<file path="src/rtl/rrf_pkg.sv">
`timescale 1ns / 1ps
// rrf_pkg: operation codes and payload structs of the receive ring fifo
// no dependencies

package rrf_pkg;

  localparam int unsigned LevelW = 6;

  typedef enum logic [1:0] {
    FUNC_PUSH  = 2'd0,
    FUNC_POP   = 2'd1,
    FUNC_FLUSH = 2'd2
  } rrf_func_e;

  typedef struct packed {
    logic [1:0] func;
    logic [7:0] rx_byte;
  } rrf_in_t;

  typedef struct packed {
    logic [7:0]        read_byte;
    logic              read_valid;
    logic              dropped;
    logic [LevelW-1:0] level;
  } rrf_out_t;

  // per-item status from the pointer control to the result stage
  typedef struct packed {
    logic              pop_hit;
    logic              dropped;
    logic [LevelW-1:0] level;
  } rrf_status_t;

endpackage

</file>
<file path="src/rtl/rx_ring_fifo_overwrite_oldest_unit.sv">
`timescale 1ns / 1ps
// an accepted transfer passes through the read stage and then the output register
// throughput: one item per cycle unless stalled; the byte store read is pipelined behind
// the pointer update, so a pop directly after a push sees the new byte
// stalls only when the output register and the read stage are both held
// reset: pointers and fill count clear to zero, byte store contents undefined
// top level of the receive ring fifo; depends on rrf_pkg, rrf_ctrl, rrf_mem

module rx_ring_fifo_overwrite_oldest_unit #(
  parameter int unsigned DEPTH = 32
) (
  input  logic             clk_i,
  input  logic             rst_ni,
  input  logic             in_valid_i,
  output logic             in_ready_o,
  input  rrf_pkg::rrf_in_t  in_data_i,
  output logic             out_valid_o,
  input  logic             out_ready_i,
  output rrf_pkg::rrf_out_t out_data_o
);

  import rrf_pkg::*;

  localparam int unsigned AW = $clog2(DEPTH);

  logic          accept;
  logic          advance;
  logic          wr_en, rd_en;
  logic [AW-1:0] wr_addr, rd_addr;
  logic [7:0]    rd_data;
  rrf_status_t   status;

  logic        pend_q, pend_d;
  rrf_status_t pend_stat_q;
  logic        out_valid_q, out_valid_d;
  rrf_out_t    out_q;

  assign advance    = !out_valid_q || out_ready_i;
  assign in_ready_o = !pend_q || advance;
  assign accept     = in_valid_i && in_ready_o;

  rrf_ctrl #(
    .DEPTH(DEPTH),
    .AW   (AW)
  ) u_ctrl (
    .clk_i    (clk_i),
    .rst_ni   (rst_ni),
    .accept_i (accept),
    .func_i   (in_data_i.func),
    .wr_en_o  (wr_en),
    .wr_addr_o(wr_addr),
    .rd_en_o  (rd_en),
    .rd_addr_o(rd_addr),
    .status_o (status)
  );

  rrf_mem #(
    .DEPTH(DEPTH),
    .AW   (AW)
  ) u_mem (
    .clk_i    (clk_i),
    .wr_en_i  (wr_en),
    .wr_addr_i(wr_addr),
    .wr_data_i(in_data_i.rx_byte),
    .rd_en_i  (rd_en),
    .rd_addr_i(rd_addr),
    .rd_data_o(rd_data)
  );

  always_comb begin
    pend_d = pend_q;
    if (accept) begin
      pend_d = 1'b1;
    end else if (advance) begin
      pend_d = 1'b0;
    end
    out_valid_d = out_valid_q;
    if (advance) begin
      out_valid_d = pend_q;
    end
  end

  always_ff @(posedge clk_i or negedge rst_ni) begin
    if (!rst_ni) begin
      pend_q      <= 1'b0;
      out_valid_q <= 1'b0;
    end else begin
      pend_q      <= pend_d;
      out_valid_q <= out_valid_d;
    end
  end

  always_ff @(posedge clk_i) begin
    if (accept) begin
      pend_stat_q <= status;
    end
  end

  // read data is held in the store's output register until this transfer
  always_ff @(posedge clk_i) begin
    if (advance && pend_q) begin
      out_q.read_byte  <= pend_stat_q.pop_hit ? rd_data : 8'd0;
      out_q.read_valid <= pend_stat_q.pop_hit;
      out_q.dropped    <= pend_stat_q.dropped;
      out_q.level      <= pend_stat_q.level;
    end
  end

  assign out_valid_o = out_valid_q;
  assign out_data_o  = out_q;

  assert property (@(posedge clk_i) disable iff (!rst_ni) accept |=> pend_q)
    else $error("accepted item not held in read stage");

  assert property (@(posedge clk_i) disable iff (!rst_ni)
    (pend_q && advance) |=> out_valid_q)
    else $error("read stage item lost on its way to output");

  assert property (@(posedge clk_i) disable iff (!rst_ni)
    (out_valid_q && out_data_o.read_valid) |-> !out_data_o.dropped)
    else $error("pop result flagged as dropped");

endmodule

</file>
<file path="src/rtl/rrf_mem.sv">
`timescale 1ns / 1ps
// rrf_mem: byte store, one write port and one registered read port
// no package dependencies

module rrf_mem #(
  parameter int unsigned DEPTH = 32,
  parameter int unsigned AW    = 5
) (
  input  logic          clk_i,
  input  logic          wr_en_i,
  input  logic [AW-1:0] wr_addr_i,
  input  logic [7:0]    wr_data_i,
  input  logic          rd_en_i,
  input  logic [AW-1:0] rd_addr_i,
  output logic [7:0]    rd_data_o
);

  logic [7:0] mem_q [DEPTH];
  logic [7:0] rd_data_q;

  always_ff @(posedge clk_i) begin
    if (wr_en_i) begin
      mem_q[wr_addr_i] <= wr_data_i;
    end
  end

  always_ff @(posedge clk_i) begin
    if (rd_en_i) begin
      rd_data_q <= mem_q[rd_addr_i];
    end
  end

  assign rd_data_o = rd_data_q;

endmodule

</file>
<file path="src/rtl/rrf_ctrl.sv">
`timescale 1ns / 1ps
// rrf_ctrl: read/write pointers and fill count, drives the byte store ports
// depends on rrf_pkg

module rrf_ctrl #(
  parameter int unsigned DEPTH = 32,
  parameter int unsigned AW    = 5
) (
  input  logic                clk_i,
  input  logic                rst_ni,
  input  logic                accept_i,
  input  logic [1:0]          func_i,
  output logic                wr_en_o,
  output logic [AW-1:0]       wr_addr_o,
  output logic                rd_en_o,
  output logic [AW-1:0]       rd_addr_o,
  output rrf_pkg::rrf_status_t status_o
);

  import rrf_pkg::*;

  localparam int unsigned CW = $clog2(DEPTH + 1);

  logic [AW-1:0] rd_ptr_q, rd_ptr_d;
  logic [AW-1:0] wr_ptr_q, wr_ptr_d;
  logic [CW-1:0] count_q, count_d;
  logic          full, empty;
  logic [AW-1:0] rd_ptr_nxt, wr_ptr_nxt;

  assign full  = (count_q == CW'(DEPTH));
  assign empty = (count_q == '0);

  assign rd_ptr_nxt = (rd_ptr_q == AW'(DEPTH - 1)) ? '0 : rd_ptr_q + 1'b1;
  assign wr_ptr_nxt = (wr_ptr_q == AW'(DEPTH - 1)) ? '0 : wr_ptr_q + 1'b1;

  always_comb begin
    rd_ptr_d         = rd_ptr_q;
    wr_ptr_d         = wr_ptr_q;
    count_d          = count_q;
    wr_en_o          = 1'b0;
    rd_en_o          = 1'b0;
    status_o.pop_hit = 1'b0;
    status_o.dropped = 1'b0;
    case (func_i)
      FUNC_PUSH: begin
        wr_en_o  = accept_i;
        wr_ptr_d = wr_ptr_nxt;
        if (full) begin
          // overwrite the oldest byte, read side moves along
          rd_ptr_d         = rd_ptr_nxt;
          status_o.dropped = 1'b1;
        end else begin
          count_d = count_q + 1'b1;
        end
      end
      FUNC_POP: begin
        if (!empty) begin
          rd_en_o          = accept_i;
          rd_ptr_d         = rd_ptr_nxt;
          count_d          = count_q - 1'b1;
          status_o.pop_hit = 1'b1;
        end
      end
      FUNC_FLUSH: begin
        rd_ptr_d = '0;
        wr_ptr_d = '0;
        count_d  = '0;
      end
      default: begin
      end
    endcase
    status_o.level = LevelW'(count_d);
  end

  assign wr_addr_o = wr_ptr_q;
  assign rd_addr_o = rd_ptr_q;

  always_ff @(posedge clk_i or negedge rst_ni) begin
    if (!rst_ni) begin
      rd_ptr_q <= '0;
      wr_ptr_q <= '0;
      count_q  <= '0;
    end else if (accept_i) begin
      rd_ptr_q <= rd_ptr_d;
      wr_ptr_q <= wr_ptr_d;
      count_q  <= count_d;
    end
  end

  assert property (@(posedge clk_i) disable iff (!rst_ni) count_q <= CW'(DEPTH))
    else $error("fill count above depth");

  // pointers coincide whenever the ring is full or empty
  assert property (@(posedge clk_i) disable iff (!rst_ni)
    (count_q == CW'(DEPTH) || count_q == '0) |-> rd_ptr_q == wr_ptr_q)
    else $error("pointers disagree with fill count");

  assert property (@(posedge clk_i) disable iff (!rst_ni)
    (accept_i && func_i == FUNC_PUSH && full) |=> full)
    else $error("overwrite push lost the full state");

endmodule

</file>
<file path="config.mk">
export PLATFORM = sky130hd
export DESIGN_NAME = rx_ring_fifo_overwrite_oldest_unit
export DESIGN_NICKNAME = d
export VERILOG_FILES = /design/src/rtl/rrf_pkg.sv /design/src/rtl/rx_ring_fifo_overwrite_oldest_unit.sv /design/src/rtl/rrf_mem.sv /design/src/rtl/rrf_ctrl.sv
export SDC_FILE = /design/constraint.sdc
export NUM_CORES = 1
export LEC_CHECK = 0
export BUFFER_PORTS_ARGS = -buffer_cell sky130_fd_sc_hd__buf_2
export CAP_MARGIN = 10
export CELL_PAD_IN_SITES_DETAIL_PLACEMENT = 1
export CELL_PAD_IN_SITES_GLOBAL_PLACEMENT = 2
export CORE_ASPECT_RATIO = 0.6
export CORE_UTILIZATION = 49
export DETAILED_ROUTE_END_ITERATION = 10
export PLACE_DENSITY = 0.88
export SLEW_MARGIN = 20
export SYNTH_ARGS = -nofsm -noshare
export SYNTH_HDL_FRONTEND = slang
export SYNTH_SLANG_ARGS = --single-unit
</file>
<file path="constraint.sdc">
create_clock -name clk_i -period 2.95 [get_ports clk_i]
set_input_delay 0.4425 -clock clk_i [delete_from_list [all_inputs] [get_ports clk_i]]
set_output_delay 0.4425 -clock clk_i [all_outputs]
set_load 0.1 [all_outputs]
</file>
==> flow_summary.toml <==
[outcome]
status = "finished clean"

[place]
place_ws_ps = 287
place.gp.congestion = 0.863
hpwlAfterDp_um = 20600
portBuffers = 31
place_area_um2 = 13100
place_inst = 989

[clock_tree]
cts-root-buf = "clkbuf_16"
clockBufferDepth = 3
post-cts-setup-buffer-count = 0
cts_sinks = 306
cts_resized = 0
htree_levels = 1
cts_made_buffers = 27
clkTransAtPathRegs_ps = 70
insertion_delay_ps = 560
cts_tree = "done"

[worst_setup_path]
r2r-end = "pend_stat_q[2]"
crit_end = "pend_stat_q[2]"
startpoint = "u_ctrl.count_q[0]"
cp.arrival_ps = 2970
path_class = "flip-flop to flip-flop"
ff2ff_path_depth = 7
crit_required_ps = 3210
critPathMaxFanout = 9
r2r_start = "u_ctrl.count_q[0]"
reg2reg_slack_ps = 240
cp-start-kind = "flip-flop"
endpoint_kind = "flip-flop"

[synthesis]
synthMuxAreaShare_pct = 15.7
yosysTopAreaCellShare_pct = 70.5
yosysWarnings = 0
synth-async-reset-ratio_pct = 5.88
synth_seq_area_share_pct = 74.2
synth_top_family_by_area = "multiplexers"
synth_fp_nets = 645
synthSimpleGateAreaFrac_pct = 4.72
syn-cell-area_um2 = 12300
synth_area_leaders = "edfxtp_1, mux4_2, dfrtp_1, nor2_1, ha_1"
synth_ff_type = "edfxtp_1"
synth_common_cells = "edfxtp_1, mux4_2, nor2_1"
syn_avg_cell_area_um2 = 19.7
synth_area_leader_cell = "edfxtp_1"
yosysMostFrequentCell = "edfxtp_1"
synth-edff-count = 288
ys_seq_elements = 306
synth-compound-area-share_pct = 2.62
synthCells = 621
synth_cell_types = 47
synth-xor-area-share_pct = 0.214
synthAdderAreaFrac_pct = 1.02

[final_layout]
drive_above_1_share_pct = 30.1
ff_latch_area_um2 = 9110
fin_util_pct = 57.2
layout.cells.non_filler = 1040
n_fill_cell = 2154
synthToLayoutAreaGrowth_pct = 13.8
stdcell_area_um2 = 14000
diodes = 0
multi_input_area_um2 = 2980
final_nets = 721

[floorplan]
boundaryPins = 32
core-area_um2 = 24400
row_count = 44
die_h_um = 125
start_util_pct = 50.3
dieArea_um2 = 25700
fp.dieW_um = 206

[power]
power_frac_seq_pct = 46.8
peakVddDrop_v = 0.000506
p_int_mw = 7.93
swShare_pct = 28.6
clkPwrFrac_pct = 31.8
cellPowerDensity_nw_per_um2 = 796
share_comb_of_total_power_pct = 21.4
p_switching_mw = 3.18
p_leak_nw = 4.52

[grt]
grt_max_degree = 33
antenna_found_initial = 3
gr-total-overflow = 0
grt_pass1_wl_um = 46700
gr-usage-all-layers_pct = 25.8
grt_pass1_vias = 6786

[detailed_routing]
antenna_left = 0
wl_per_cell_um = 30.2
drt-met1-wl_um = 13600
vias_per_cell = 6.24
dr_total_vias = 6486
met2_length_um = 14200
drtIter0Drc = 703
drtPass1Iterations = 5
drcViolationCount = 0
top_layer_used = "met4"
met3WireLength_um = 3120
drt_wl_total_um = 31400

[job]
max_cap_violations = 0

[sta]
fmaxAchievable_mhz = 369
finalSetupViolations = 0
final.setup_skew_ps = 28.7
drv_slew = 0
hold_violations = 0
setup_tns_ps = 0
slew_headroom_pct = 41.4
rsz0062_at_grt = "false"
post-route-period-util_pct = 92.0
setup_ws_ps = 237
tightest_slew_ps = 879
final.min_clock_period_ps = 2710

[worst_hold_path]
min_path_type = "input pin to flip-flop"
logic make-up after synthesis:
family          count (synthesis)
mux                            91
buf+inv                        41
simple gates                  120
xor+xnor                        3
flops                         306
compound gates                 50
fa+ha+maj                      10
state kept, by name, indices dropped and copies added, names as in the netlist, 5 cells and up:
name / count
u_ctrl.count_q: 6
pend_stat_q: 8
u_mem.mem_q: 256
u_mem.rd_data_o: 8
out_data_o: 16
u_ctrl.wr_addr_o: 5
u_ctrl.rd_addr_o: 5
per-layer routing:
layer,up-vias,GRT usage (%)
met4,0,4.97
li1,2686,-
met3,40,7.74
met2,308,37.8
met5,-,0
met1,3452,38.8
layout make-up:
cell class              instances  area share, %
repair buffers                 80           4.12
flip-flops and latches        306           65.2
clock buffers                  28           4.87
well taps                     322           2.89
inverters                       8          0.215
multi-input cells             274           21.3
clock inverters                22           1.35
cells in the final DEF (no fill, tap or decap), drive strengths merged, types with 6 or more instances in the layout:
cell | Yosys | final
edfxtp | 288 | 288
mux4 | 80 | 80
buf | 13 | 79
nor2 | 48 | 48
clkbuf | 20 | 28
o21ai | 22 | 22
nand2 | 22 | 22
dfrtp | 18 | 18
clkinv | 2 | 16
and2 | 11 | 11
ha | 10 | 10
mux2 | 9 | 9
nor3 | 7 | 7
a21oi | 7 | 7
nand3 | 7 | 7
inv | 6 | 7
nand3b | 6 | 6
how the worst min path moves through the flow:
stage	from	endpoint	slack [ps]	cells after the start
after floorplan	rst_ni	pend_q	150	0
after global placement	rst_ni	out_valid_o	410	1
after detailed placement	pend_stat_q[0]	out_data_o[0]	410	0
after CTS	in_valid_i	pend_q	120	2
after global routing	in_valid_i	pend_q	110	2
final	in_valid_i	pend_q	130	2
what timing repair did:
item | 4_1_cts | 5_1_grt
endpoints found under the setup margin | 0 | 0
hold endpoints to repair | 18 | 0
hold buffers | 1 | 0
per-stage QoR:
step	power, mW	hold slack (ps)
final	11.1	132
after global routing	11.5	115
after CTS	11.1	116
after detailed placement	7.62	408
after global placement	7.49	413
after floorplan	6.84	147
worst max-delay path, stage by stage, from the launching register on:
cell and delay [ps]:
dfrtp_1 510, inv_1 230, ha_1 280, or4b_2 700, nor2_1 270, nor2_1 90, o211ai_1 160, o211ai_1 180
power groups by stage:
stage | registers [mW] | clock network (mW) | logic [mW]
3_3_place_gp | 5.26 | 0 | 2.23
4_1_cts | 5.20 | 3.57 | 2.38
2_1_floorplan | 5.25 | 0 | 1.59
3_5_place_dp | 5.29 | 0 | 2.33
6_report | 5.20 | 3.53 | 2.38
5_1_grt | 5.22 | 3.73 | 2.54
(Power assumes the default switching activity.)
